`src/sv/rps_pkg.sv`:
```
`timescale 1ns / 1ps
// shared widths, codes, reset values and sequencer states for the reflow setpoint block
package rps_pkg;

  // field widths
  localparam int TEMP_W     = 13;
  localparam int RAMP_W     = 8;
  localparam int SECS_W     = 10;
  localparam int TIN_W      = 16;
  localparam int PHASE_W    = 3;
  localparam int CFG_IDX_W  = 3;
  localparam int CFG_DATA_W = 13;

  // internal datapath widths
  localparam int TIME_W    = 21;  // signed time in 1/16 s
  localparam int DIV_NUM_W = 36;
  localparam int DIV_DEN_W = 18;
  localparam int DIV_Q_W   = 37;
  localparam int DIV_CNT_W = $clog2(DIV_NUM_W);
  localparam int MUL_A_W   = 15;
  localparam int MUL_B_W   = 21;
  localparam int MUL_P_W   = MUL_A_W + MUL_B_W;
  localparam int RAW_W     = 38;

  // profile constants
  localparam int TEMP_MAX_VAL = 8191;
  localparam int SOAK_TAIL    = 160;   // last 10 s of soak, also 10 C below liquidus
  localparam int SHORT_SOAK   = 10;
  localparam int ONE_SEC      = 16;
  localparam int RL_BASE      = 1040;  // 65 s
  localparam int RL_MIN       = 16;

  // register indexes
  localparam logic [CFG_IDX_W-1:0] REG_PREHEAT_TEMP  = 3'd0;
  localparam logic [CFG_IDX_W-1:0] REG_LIQUIDUS_TEMP = 3'd1;
  localparam logic [CFG_IDX_W-1:0] REG_PEAK_TEMP     = 3'd2;
  localparam logic [CFG_IDX_W-1:0] REG_PREHEAT_RAMP  = 3'd3;
  localparam logic [CFG_IDX_W-1:0] REG_COOLDOWN_RAMP = 3'd4;
  localparam logic [CFG_IDX_W-1:0] REG_SOAK_SECONDS  = 3'd5;
  localparam logic [CFG_IDX_W-1:0] REG_DWELL_SECONDS = 3'd6;

  // register reset values
  localparam logic [TEMP_W-1:0] RST_PREHEAT_TEMP  = 13'd2160;
  localparam logic [TEMP_W-1:0] RST_LIQUIDUS_TEMP = 13'd2928;
  localparam logic [TEMP_W-1:0] RST_PEAK_TEMP     = 13'd3520;
  localparam logic [RAMP_W-1:0] RST_PREHEAT_RAMP  = 8'd24;
  localparam logic [RAMP_W-1:0] RST_COOLDOWN_RAMP = 8'd48;
  localparam logic [SECS_W-1:0] RST_SOAK_SECONDS  = 10'd120;
  localparam logic [SECS_W-1:0] RST_DWELL_SECONDS = 10'd30;

  // phase codes
  localparam logic [PHASE_W-1:0] PH_PREHEAT  = 3'd0;
  localparam logic [PHASE_W-1:0] PH_SOAK     = 3'd1;
  localparam logic [PHASE_W-1:0] PH_REFLOW   = 3'd2;
  localparam logic [PHASE_W-1:0] PH_DWELL    = 3'd3;
  localparam logic [PHASE_W-1:0] PH_COOLDOWN = 3'd4;

  typedef logic signed [TIME_W-1:0] time_t;

  typedef enum logic [3:0] {
    ST_IDLE,
    ST_PE_START,
    ST_PE_WAIT,
    ST_RL_START,
    ST_RL_WAIT,
    ST_DERIVE,
    ST_OFFSET,
    ST_MUL,
    ST_PROD,
    ST_DIV_WAIT,
    ST_FINISH
  } st_t;

endpackage

```
`src/sv/rps_div.sv`:
```
`timescale 1ns / 1ps
// shared floor divider: signed numerator, positive denominator, one quotient bit per cycle
module rps_div (
  input  logic                                 clk,
  input  logic                                 rst,
  input  logic                                 start,
  input  logic signed [rps_pkg::DIV_NUM_W-1:0] num,
  input  logic        [rps_pkg::DIV_DEN_W-1:0] den,
  output logic                                 done,
  output logic signed [rps_pkg::DIV_Q_W-1:0]   quot
);

  localparam int NUM_W = rps_pkg::DIV_NUM_W;
  localparam int DEN_W = rps_pkg::DIV_DEN_W;
  localparam int Q_W   = rps_pkg::DIV_Q_W;
  localparam int CNT_W = rps_pkg::DIV_CNT_W;

  logic              busy;
  logic              fin;
  logic              neg;
  logic [CNT_W-1:0]  cnt;
  logic [DEN_W-1:0]  den_q;
  logic [DEN_W-1:0]  rem;
  logic [NUM_W-1:0]  qr;
  logic [NUM_W-1:0]  mag;
  logic [DEN_W:0]    trial;
  logic [DEN_W:0]    diff;
  logic              ge;
  logic signed [Q_W-1:0] qpos;
  logic signed [Q_W-1:0] res;

  assign mag   = num[NUM_W-1] ? NUM_W'(-num) : NUM_W'(num);
  assign trial = {rem, qr[NUM_W-1]};
  assign ge    = trial >= {1'b0, den_q};
  assign diff  = trial - {1'b0, den_q};

  // round toward minus infinity for negative numerators
  assign qpos = $signed({1'b0, qr});
  assign res  = neg ? (-qpos - Q_W'(rem != '0)) : qpos;

  always_ff @(posedge clk) begin
    if (rst) begin
      busy <= 1'b0;
      fin  <= 1'b0;
      done <= 1'b0;
      cnt  <= '0;
    end else begin
      done <= fin;
      fin  <= 1'b0;
      if (start) begin
        busy <= 1'b1;
        cnt  <= '0;
      end else if (busy) begin
        cnt <= cnt + 1'b1;
        if (cnt == CNT_W'(NUM_W - 1)) begin
          busy <= 1'b0;
          fin  <= 1'b1;
        end
      end
    end
  end

  always_ff @(posedge clk) begin
    if (start) begin
      neg   <= num[NUM_W-1];
      qr    <= mag;
      rem   <= '0;
      den_q <= den;
    end else if (busy) begin
      rem <= ge ? diff[DEN_W-1:0] : trial[DEN_W-1:0];
      qr  <= {qr[NUM_W-2:0], ge};
    end
    if (fin) begin
      quot <= res;
    end
  end

endmodule

```
`src/sv/rps_mul.sv`:
```
`timescale 1ns / 1ps
// shared signed multiplier with registered product
module rps_mul (
  input  logic                               clk,
  input  logic                               en,
  input  logic signed [rps_pkg::MUL_A_W-1:0] a,
  input  logic signed [rps_pkg::MUL_B_W-1:0] b,
  output logic signed [rps_pkg::MUL_P_W-1:0] prod
);

  always_ff @(posedge clk) begin
    if (en) begin
      prod <= a * b;
    end
  end

endmodule

```
`src/sv/reflow_profile_setpoint.sv`:
```
`timescale 1ns / 1ps
// reflow profile setpoint: each accepted sample steps through the offset, multiply and product
// states, then a divide wait when the step divides (soak ramp, reflow), then finish; the
// divider resolves one quotient bit per cycle of its 36-bit numerator; the first transaction
// after reset or any config write also runs the two divisions that derive the phase boundaries,
// which are then cached; one transaction at a time, the next taken the cycle after the result loads
// synchronous reset: profile registers to defaults, phase to preheat, no result held
module reflow_profile_setpoint (
  input  logic                                clk,
  input  logic                                rst,
  input  logic                                cfg_wen,
  input  logic [rps_pkg::CFG_IDX_W-1:0]       cfg_index,
  input  logic [rps_pkg::CFG_DATA_W-1:0]      cfg_data,
  input  logic                                in_valid,
  output logic                                in_ready,
  input  logic [rps_pkg::TIN_W-1:0]           time_seconds,
  output logic                                out_valid,
  input  logic                                out_ready,
  output logic [rps_pkg::TEMP_W-1:0]          target_temp,
  output logic [rps_pkg::PHASE_W-1:0]         phase_now
);

  localparam int TIME_W = rps_pkg::TIME_W;
  localparam int NUM_W  = rps_pkg::DIV_NUM_W;
  localparam int DEN_W  = rps_pkg::DIV_DEN_W;
  localparam int A_W    = rps_pkg::MUL_A_W;
  localparam int B_W    = rps_pkg::MUL_B_W;
  localparam int P_W    = rps_pkg::MUL_P_W;
  localparam int RAW_W  = rps_pkg::RAW_W;
  localparam int TEMP_W = rps_pkg::TEMP_W;
  localparam int SECS_W = rps_pkg::SECS_W;
  localparam logic signed [RAW_W-1:0] RAW_MAX = RAW_W'(rps_pkg::TEMP_MAX_VAL);

  // profile registers
  logic [TEMP_W-1:0]           preheat_temp;
  logic [TEMP_W-1:0]           liquidus_temp;
  logic [TEMP_W-1:0]           peak_temp;
  logic [rps_pkg::RAMP_W-1:0]  preheat_ramp;
  logic [rps_pkg::RAMP_W-1:0]  cooldown_ramp;
  logic [SECS_W-1:0]           soak_seconds;
  logic [SECS_W-1:0]           dwell_seconds;

  // sequencer and state
  rps_pkg::st_t                state;
  rps_pkg::st_t                state_next;
  logic [rps_pkg::PHASE_W-1:0] phase;
  logic [rps_pkg::PHASE_W-1:0] phase_upd;
  logic                        deriv_ok;

  // cached phase boundaries, 1/16 s
  rps_pkg::time_t pe;
  rps_pkg::time_t rl;
  rps_pkg::time_t se;
  rps_pkg::time_t ser;
  rps_pkg::time_t de;

  // per transaction
  logic [rps_pkg::TIN_W-1:0] secs;
  rps_pkg::time_t t_now;
  rps_pkg::time_t d_pe;
  rps_pkg::time_t d_se;
  rps_pkg::time_t d_de;
  rps_pkg::time_t se_tail;
  rps_pkg::time_t soak16;
  rps_pkg::time_t dwell16;
  rps_pkg::time_t rl_raw;
  rps_pkg::time_t rl_val;
  rps_pkg::time_t se_sum;
  rps_pkg::time_t ser_sum;
  rps_pkg::time_t de_sum;

  logic [rps_pkg::RAMP_W-1:0] pr_eff;
  logic [rps_pkg::RAMP_W-1:0] cr_eff;
  logic signed [TEMP_W:0]     pk_liq;
  logic signed [A_W-1:0]      soak_rise;
  logic [SECS_W-1:0]          soak_less;
  logic [DEN_W-1:0]           soak_den;

  logic signed [A_W-1:0] mul_a;
  logic signed [A_W-1:0] mul_a_next;
  logic signed [B_W-1:0] mul_b;
  logic signed [B_W-1:0] mul_b_next;
  logic signed [P_W-1:0] prod;
  logic                  adv;
  logic                  adv_next;
  logic                  soak_hi;
  logic                  soak_hi_next;
  logic                  needs_div;

  // shared divider
  logic                              div_start;
  logic                              div_done;
  logic signed [NUM_W-1:0]           div_num;
  logic [DEN_W-1:0]                  div_den;
  logic signed [rps_pkg::DIV_Q_W-1:0] div_quot;

  // load strobes
  logic mul_en;
  logic ld_pe;
  logic ld_rl;
  logic ld_derive;
  logic ld_offset;
  logic ld_out;
  logic out_free;

  logic signed [RAW_W-1:0] raw_temp;
  logic [TEMP_W-1:0]       temp_sat;

  // zero ramps count as one
  assign pr_eff = (preheat_ramp == '0) ? rps_pkg::RAMP_W'(1) : preheat_ramp;
  assign cr_eff = (cooldown_ramp == '0) ? rps_pkg::RAMP_W'(1) : cooldown_ramp;

  assign pk_liq    = $signed({1'b0, peak_temp}) - $signed({1'b0, liquidus_temp});
  // soak top minus preheat temperature
  assign soak_rise = $signed({2'b00, liquidus_temp}) - $signed({2'b00, preheat_temp})
                     - A_W'(rps_pkg::SOAK_TAIL);

  // soak slope divisor, one second for short soaks
  assign soak_less = soak_seconds - SECS_W'(rps_pkg::SHORT_SOAK);
  assign soak_den  = (soak_seconds > SECS_W'(rps_pkg::SHORT_SOAK)) ?
                     {4'b0000, soak_less, 4'b0000} : DEN_W'(rps_pkg::ONE_SEC);

  assign t_now   = TIME_W'({secs, 4'b0000});
  assign soak16  = TIME_W'({soak_seconds, 4'b0000});
  assign dwell16 = TIME_W'({dwell_seconds, 4'b0000});
  assign d_pe    = t_now - pe;
  assign d_se    = t_now - se;
  assign d_de    = t_now - de;
  assign se_tail = se - TIME_W'(rps_pkg::SOAK_TAIL);

  // reflow length from the cooldown-rate quotient, floored at one second
  assign rl_raw = TIME_W'(rps_pkg::RL_BASE) - dwell16 - $signed(div_quot[TIME_W-1:0]);
  assign rl_val = (rl_raw < TIME_W'(rps_pkg::RL_MIN)) ? TIME_W'(rps_pkg::RL_MIN) : rl_raw;

  assign se_sum  = pe + soak16;
  assign ser_sum = se_sum + rl;
  assign de_sum  = ser_sum + dwell16;

  assign needs_div = ((phase == rps_pkg::PH_SOAK) && !soak_hi) ||
                     (phase == rps_pkg::PH_REFLOW);
  assign out_free  = !out_valid || out_ready;

  // multiplier operands and advance test for the current phase
  always_comb begin
    mul_a_next   = '0;
    mul_b_next   = '0;
    adv_next     = 1'b0;
    soak_hi_next = t_now > se_tail;
    unique case (phase)
      rps_pkg::PH_PREHEAT: begin
        mul_a_next = A_W'(pr_eff);
        mul_b_next = B_W'(secs);
        adv_next   = t_now > pe;
      end
      rps_pkg::PH_SOAK: begin
        mul_a_next = soak_rise;
        mul_b_next = d_pe;
        adv_next   = t_now > se;
      end
      rps_pkg::PH_REFLOW: begin
        mul_a_next = A_W'(pk_liq);
        mul_b_next = d_se;
        adv_next   = t_now > ser;
      end
      rps_pkg::PH_DWELL: begin
        adv_next = t_now > de;
      end
      rps_pkg::PH_COOLDOWN: begin
        mul_a_next = A_W'(cr_eff);
        mul_b_next = d_de;
      end
      default: begin
        adv_next = 1'b0;
      end
    endcase
  end

  // next state
  always_comb begin
    state_next = state;
    unique case (state)
      rps_pkg::ST_IDLE: begin
        if (in_valid) begin
          state_next = deriv_ok ? rps_pkg::ST_OFFSET : rps_pkg::ST_PE_START;
        end
      end
      rps_pkg::ST_PE_START: state_next = rps_pkg::ST_PE_WAIT;
      rps_pkg::ST_PE_WAIT: begin
        if (div_done) begin
          state_next = rps_pkg::ST_RL_START;
        end
      end
      rps_pkg::ST_RL_START: state_next = rps_pkg::ST_RL_WAIT;
      rps_pkg::ST_RL_WAIT: begin
        if (div_done) begin
          state_next = rps_pkg::ST_DERIVE;
        end
      end
      rps_pkg::ST_DERIVE: state_next = rps_pkg::ST_OFFSET;
      rps_pkg::ST_OFFSET: state_next = rps_pkg::ST_MUL;
      rps_pkg::ST_MUL:    state_next = rps_pkg::ST_PROD;
      rps_pkg::ST_PROD: begin
        state_next = needs_div ? rps_pkg::ST_DIV_WAIT : rps_pkg::ST_FINISH;
      end
      rps_pkg::ST_DIV_WAIT: begin
        if (div_done) begin
          state_next = rps_pkg::ST_FINISH;
        end
      end
      rps_pkg::ST_FINISH: begin
        if (out_free) begin
          state_next = rps_pkg::ST_IDLE;
        end
      end
      default: state_next = rps_pkg::ST_IDLE;
    endcase
  end

  // sequencer outputs
  always_comb begin
    in_ready  = 1'b0;
    div_start = 1'b0;
    div_num   = '0;
    div_den   = '0;
    mul_en    = 1'b0;
    ld_pe     = 1'b0;
    ld_rl     = 1'b0;
    ld_derive = 1'b0;
    ld_offset = 1'b0;
    ld_out    = 1'b0;
    unique case (state)
      rps_pkg::ST_IDLE: in_ready = 1'b1;
      rps_pkg::ST_PE_START: begin
        // preheat end = preheat temperature * 16 / ramp
        div_start = 1'b1;
        div_num   = NUM_W'({1'b0, preheat_temp, 4'b0000});
        div_den   = DEN_W'(pr_eff);
      end
      rps_pkg::ST_PE_WAIT: ld_pe = div_done;
      rps_pkg::ST_RL_START: begin
        // cooldown time from peak to liquidus
        div_start = 1'b1;
        div_num   = NUM_W'($signed({pk_liq, 4'b0000}));
        div_den   = DEN_W'(cr_eff);
      end
      rps_pkg::ST_RL_WAIT: ld_rl = div_done;
      rps_pkg::ST_DERIVE:  ld_derive = 1'b1;
      rps_pkg::ST_OFFSET:  ld_offset = 1'b1;
      rps_pkg::ST_MUL:     mul_en = 1'b1;
      rps_pkg::ST_PROD: begin
        div_start = needs_div;
        div_num   = prod;
        div_den   = (phase == rps_pkg::PH_REFLOW) ? rl[DEN_W-1:0] : soak_den;
      end
      rps_pkg::ST_DIV_WAIT: in_ready = 1'b0;
      rps_pkg::ST_FINISH:   ld_out = out_free;
      default: in_ready = 1'b0;
    endcase
  end

  // target for the phase the transaction started in
  always_comb begin
    raw_temp = '0;
    unique case (phase)
      rps_pkg::PH_PREHEAT: raw_temp = RAW_W'(prod);
      rps_pkg::PH_SOAK: begin
        if (soak_hi) begin
          // step toward liquidus at one sixteenth degree per sixteenth second
          raw_temp = RAW_W'(liquidus_temp) + RAW_W'(d_se);
        end else begin
          raw_temp = RAW_W'(preheat_temp) + RAW_W'(div_quot);
        end
      end
      rps_pkg::PH_REFLOW:   raw_temp = RAW_W'(liquidus_temp) + RAW_W'(div_quot);
      rps_pkg::PH_DWELL:    raw_temp = RAW_W'(peak_temp);
      rps_pkg::PH_COOLDOWN: raw_temp = RAW_W'(peak_temp) - RAW_W'(prod >>> 4);
      default:              raw_temp = '0;
    endcase
  end

  // saturate to the output range
  always_comb begin
    priority if (raw_temp < 0) begin
      temp_sat = '0;
    end else if (raw_temp > RAW_MAX) begin
      temp_sat = RAW_MAX[TEMP_W-1:0];
    end else begin
      temp_sat = raw_temp[TEMP_W-1:0];
    end
  end

  // at most one phase forward per transaction
  assign phase_upd = adv ? (phase + 1'b1) : phase;

  // control registers
  always_ff @(posedge clk) begin
    if (rst) begin
      state         <= rps_pkg::ST_IDLE;
      phase         <= rps_pkg::PH_PREHEAT;
      deriv_ok      <= 1'b0;
      out_valid     <= 1'b0;
      preheat_temp  <= rps_pkg::RST_PREHEAT_TEMP;
      liquidus_temp <= rps_pkg::RST_LIQUIDUS_TEMP;
      peak_temp     <= rps_pkg::RST_PEAK_TEMP;
      preheat_ramp  <= rps_pkg::RST_PREHEAT_RAMP;
      cooldown_ramp <= rps_pkg::RST_COOLDOWN_RAMP;
      soak_seconds  <= rps_pkg::RST_SOAK_SECONDS;
      dwell_seconds <= rps_pkg::RST_DWELL_SECONDS;
    end else begin
      state <= state_next;
      if (ld_out) begin
        phase     <= phase_upd;
        out_valid <= 1'b1;
      end else if (out_ready) begin
        out_valid <= 1'b0;
      end
      // any write makes the cached boundaries stale
      if (cfg_wen) begin
        deriv_ok <= 1'b0;
      end else if (ld_derive) begin
        deriv_ok <= 1'b1;
      end
      if (cfg_wen) begin
        unique case (cfg_index)
          rps_pkg::REG_PREHEAT_TEMP:  preheat_temp  <= cfg_data[TEMP_W-1:0];
          rps_pkg::REG_LIQUIDUS_TEMP: liquidus_temp <= cfg_data[TEMP_W-1:0];
          rps_pkg::REG_PEAK_TEMP:     peak_temp     <= cfg_data[TEMP_W-1:0];
          rps_pkg::REG_PREHEAT_RAMP:  preheat_ramp  <= cfg_data[rps_pkg::RAMP_W-1:0];
          rps_pkg::REG_COOLDOWN_RAMP: cooldown_ramp <= cfg_data[rps_pkg::RAMP_W-1:0];
          rps_pkg::REG_SOAK_SECONDS:  soak_seconds  <= cfg_data[SECS_W-1:0];
          rps_pkg::REG_DWELL_SECONDS: dwell_seconds <= cfg_data[SECS_W-1:0];
          default: ;
        endcase
      end
    end
  end

  // datapath registers
  always_ff @(posedge clk) begin
    if (in_valid && in_ready) begin
      secs <= time_seconds;
    end
    if (ld_pe) begin
      pe <= $signed(div_quot[TIME_W-1:0]);
    end
    if (ld_rl) begin
      rl <= rl_val;
    end
    if (ld_derive) begin
      se  <= se_sum;
      ser <= ser_sum;
      de  <= de_sum;
    end
    if (ld_offset) begin
      mul_a   <= mul_a_next;
      mul_b   <= mul_b_next;
      adv     <= adv_next;
      soak_hi <= soak_hi_next;
    end
    if (ld_out) begin
      target_temp <= temp_sat;
      phase_now   <= phase_upd;
    end
  end

  rps_mul u_mul (
    .clk  (clk),
    .en   (mul_en),
    .a    (mul_a),
    .b    (mul_b),
    .prod (prod)
  );

  rps_div u_div (
    .clk   (clk),
    .rst   (rst),
    .start (div_start),
    .num   (div_num),
    .den   (div_den),
    .done  (div_done),
    .quot  (div_quot)
  );

endmodule

```
`config.mk`:
```
export PLATFORM = sky130hd
export DESIGN_NAME = reflow_profile_setpoint
export DESIGN_NICKNAME = d
export VERILOG_FILES = /design/src/sv/rps_pkg.sv /design/src/sv/rps_div.sv /design/src/sv/rps_mul.sv /design/src/sv/reflow_profile_setpoint.sv
export SDC_FILE = /design/constraint.sdc
export NUM_CORES = 2
export LEC_CHECK = 0
export ABC_AREA = 1
export BUFFER_PORTS_ARGS = -buffer_cell sky130_fd_sc_hd__buf_2
export CORE_MARGIN = 5
export CORE_UTILIZATION = 55
export DETAILED_ROUTE_END_ITERATION = 10
export PLACE_DENSITY = 0.76
export SYNTH_ARGS = -nofsm -noshare
export SYNTH_HDL_FRONTEND = slang
export SYNTH_SLANG_ARGS = --single-unit
```
`constraint.sdc`:
```
create_clock -name clk -period 5.5 [get_ports clk]
set_clock_uncertainty 0.05 [all_clocks]
set_input_delay 1.1 -clock clk [delete_from_list [all_inputs] [get_ports clk]]
set_output_delay 1.1 -clock clk [all_outputs]
set_load 0.02 [all_outputs]
```
==> key figures <==
Setup path
  • CP startpoint: mul_a[5]
  • Cell family with most CP delay: adder cells
  • CP most frequent cell: fa_1
  • Crit path cell chain: buf_6 > clkbuf_16 > nand2_2 > fa_1 > inv_1 > fa_1 > inv_2 > fa_1 > inv_2 > fa_2 > fa_1 > fa_2 > ha_4 > nand2_4 > o21ai_2 > a21o_1 > nand2_1 > nand3_2 > nand2_1 > o211ai_1 > a31oi_2 > o21ai_2 > xor2_1
  • R2R Path Start: mul_a[5]
  • Worst Setup Start Kind: flop
  • R2R cell count: 23
  • Critical path type: reg2reg
  • CP max FO: 6
  • R2R setup slack: -420 ps
  • Worst EP arrival: 6240 ps
  • CP max stage cell: fa_2
  • Buf/Inv on CP: 5
  • Worst Setup End Kind: flop
  • Worst path max stage delay: 600 ps
  • Req. time, crit path: 5810 ps
  • Reg2Reg Capture Point: u_mul.prod[34]

CTS
  • Sink Count: 410
  • CTS H-tree lvls: 2
  • Max clock buf depth: 3
  • CTS tree: done
  • Worst-skew pair later-pin latency: 630 ps
  • Hold buffers post-CTS: 0
  • TritonCTS buffer count: 49
  • CTS clock-pin slew for the worst setup and hold paths: 60 ps
  • CTS Root Cell: clkbuf_16

Placed design
  • Buffers on Ports: 54
  • GP Congestion: 1.05
  • Dpl cells: 7280
  • Placed cell areas: 48300 µm²
  • Detail Placement HPWL: 125 mm

Power and ir drop
  • Sw Ratio: 45.1%
  • Sequential share of power: 23.5%
  • Max IR drop VDD: 0.616 mV
  • Comb pwr share: 56.2%
  • Sw Pwr: 8350 µW
  • Pwr/cell area: 358 nW/µm²
  • Clock share of power: 20.3%
  • Pint: 10200 µW
  • P_leak: 0.0254 µW

Timing
  • Min Hold Slack: 394 ps
  • Setup violations, final: 20
  • Final worst path period share: 108%
  • Final min period: 5920 ps
  • Final setup TNS: -4020 ps
  • Worst Tran Pin Value: 1350 ps
  • Hold Violations, Final: 0
  • Fin. max-slew vios: 0
  • Max frequency: 0.169 GHz
  • Min setup slack post-route: -424 ps
  • Slew HR: 9.65%
  • Unrepaired setup endpoints after global routing: yes

Yosys
  • Synth Cell Area: 45200 µm²
  • YS warnings: 0
  • Ys flop type: edfxtp_1
  • Syn nets: 6814
  • Sequential fraction of the synthesis area: 24.8%
  • Post-synth EDFFs: 299
  • Fraction of registers with async set/reset: 0%
  • Post-synthesis register bit count: 410
  • Mapped Avg Cell Area: 7.43 µm²
  • Distinct cells, synth: 71
  • Cells after Synth: 6088

Route
  • Wire per inst: 21.2 µm
  • DR DRC count: 0
  • Via/cell ratio: 5.81
  • Initial DRC count: 4593
  • Total Routed Length: 158 mm
  • Drt pass-1 iters: 6
  • Post-route ant nets: 0
  • Vias: 43200

Hold path
  • Hold Path Sink: u_div.done
  • Hold/Removal Path Class: reg2reg
  • Hold_sp: u_div.fin
  • Hold Path Stages: 2

GRT
  • Antenna violations before repair: 9
  • Pin count of the biggest net entering global routing: 77
  • Tot GR Track Use: 34.1%
  • Total global routing overflow: 0
  • First-pass GRT wire length: 236 mm
  • Number of global-route vias before repair: 41200

Finish
  • Fin cells: 7445
  • Final Net Count: 7057
  • Commonest non-fill, non-tap cells in the layout: 1499 x nand2_1, 1049 x inv_1, 366 x a21oi_1
  • Final Util: 63.2%
  • Ratio of cells with drive above 1 in the final layout: 11.8%
  • Syn-to-layout area delta: 14.3%
  • Commonest non-fill, non-tap cell in the layout: nand2_1
  • Finished Cell Area: 51700 µm²

Status
  • Status: finished with violations
  • Failing checks: setup timing

Die
  • Die area: 88000 µm²
  • I/O Pins: 55
  • Initial Utilization: 55.2%
  • Die Ht: 297 µm
  • Core area: 81800 µm²
  • Cell Rows: 105
  • Die X: 297 µm

Job
  • Max cap viols: 0
[how the worst max path moves through the flow]
stage / endpoint / slack, ps / cells after the start
4_1_cts: u_mul.prod[34] / -340 / 23
3_5_place_dp: u_mul.prod[34] / -420 / 19
5_1_grt: u_mul.prod[31] / -610 / 24
2_1_floorplan: u_mul.prod[33] / -2 / 19
6_report: u_mul.prod[34] / -420 / 23
3_3_place_gp: u_mul.prod[34] / -370 / 21
[worst reg2reg max path, stage by stage, from the launching register on]
cell	delay, ps
edfxtp_1	390
buf_6	150
clkbuf_16	150
nand2_2	70
fa_1	570
inv_1	70
fa_1	510
inv_2	50
fa_1	490
inv_2	40
fa_2	600
fa_1	450
fa_2	590
ha_4	230
nand2_4	70
o21ai_2	70
a21o_1	220
nand2_1	80
nand3_2	80
nand2_1	70
o211ai_1	140
a31oi_2	290
o21ai_2	90
xor2_1	160
[per-stage QoR]
| step | setup WS, ps | power, µW |
|---|---|---|
| floorplan | -2.50 | 10900 |
| global placement | -366 | 13700 |
| detailed placement | -423 | 13800 |
| CTS | -344 | 17800 |
| global route | -608 | 19700 |
| finish | -424 | 18500 |
[power groups by stage]
stage	combinational, µW	sequential [µW]	clock [µW]
final	10400	4340	3760
after global routing	11400	4370	3920
after CTS	9720	4330	3790
after detailed placement	9450	4390	0
after global placement	9310	4380	0
after floorplan	6600	4270	0
[timing repair]
item / in CTS / in global routing
hold endpoints to repair: 0 / 0
setup buffers: 38 / 33
cloned: 0 / 3
pin swaps: 55 / 152
resized for setup: 59 / 204
endpoints found under the setup margin: 21 / 25
[state kept, by name, indices dropped and copies added, names as in the netlist, 21 cells and up]
| register | count |
|---|---|
| u_mul.prod | 36 |
| u_div.qr | 36 |
| ser | 21 |
| u_div.quot | 37 |
| mul_b | 21 |
| pe | 21 |
| rl | 21 |
| se | 21 |
[synthesized netlist by cell type, types with 23 or more instances]
cell      instances  area, µm²
a31oi_1          24        150
nor3_1           74        370
dfxtp_1         111       2220
xnor2_1          76        666
nand2_1        1536       5770
clkbuf_1        100        375
inv_1          1093       4100
o21ai_0         308       1540
o211ai_1         37        278
nand3_1         312       1560
nor2_1          374       1400
ha_1            379       4740
edfxtp_1        299       8980
nand4_1          79        494
or2_2            55        344
xor2_1          163       1430
a21oi_1         397       1990
fa_1            310       6210
a21o_1           23        173
o22ai_1          28        175
[logic make-up after synthesis]
logic type	after synthesis	share of synthesized area [%]
AND/OR/NAND/NOR	2520	23.5
buffers and inverters	1247	10.4
AO/OA/AOI/OAI	982	12.4
adder cells (fa/ha/maj)	689	24.2
flip-flops	410	24.8
XOR/XNOR	239	4.63
other	1	0.00829
[per-layer routing]
metal  global-route usage [%]  up-vias  share of wire, %
li1                         -    20200                 -
met1                     47.4    20400                41
met2                     53.5     2207                44
met3                     6.09      407                11
met4                     12.7        2               4.9
met5                        0        -            0.0070
[cell type report]
| class | count | area [µm²] |
|---|---|---|
| inverter | 1117 | 4200 |
| clock buffer | 52 | 1240 |
| timing repair buffer | 322 | 2730 |
| multi-input combinational | 4431 | 30400 |
| antenna | 3 | 7.51 |
| fill | 7122 | 30200 |
| tap | 1070 | 1340 |
| clock inverter | 40 | 603 |
| sequential | 410 | 11200 |
Power figures use the tool's default switching activity.
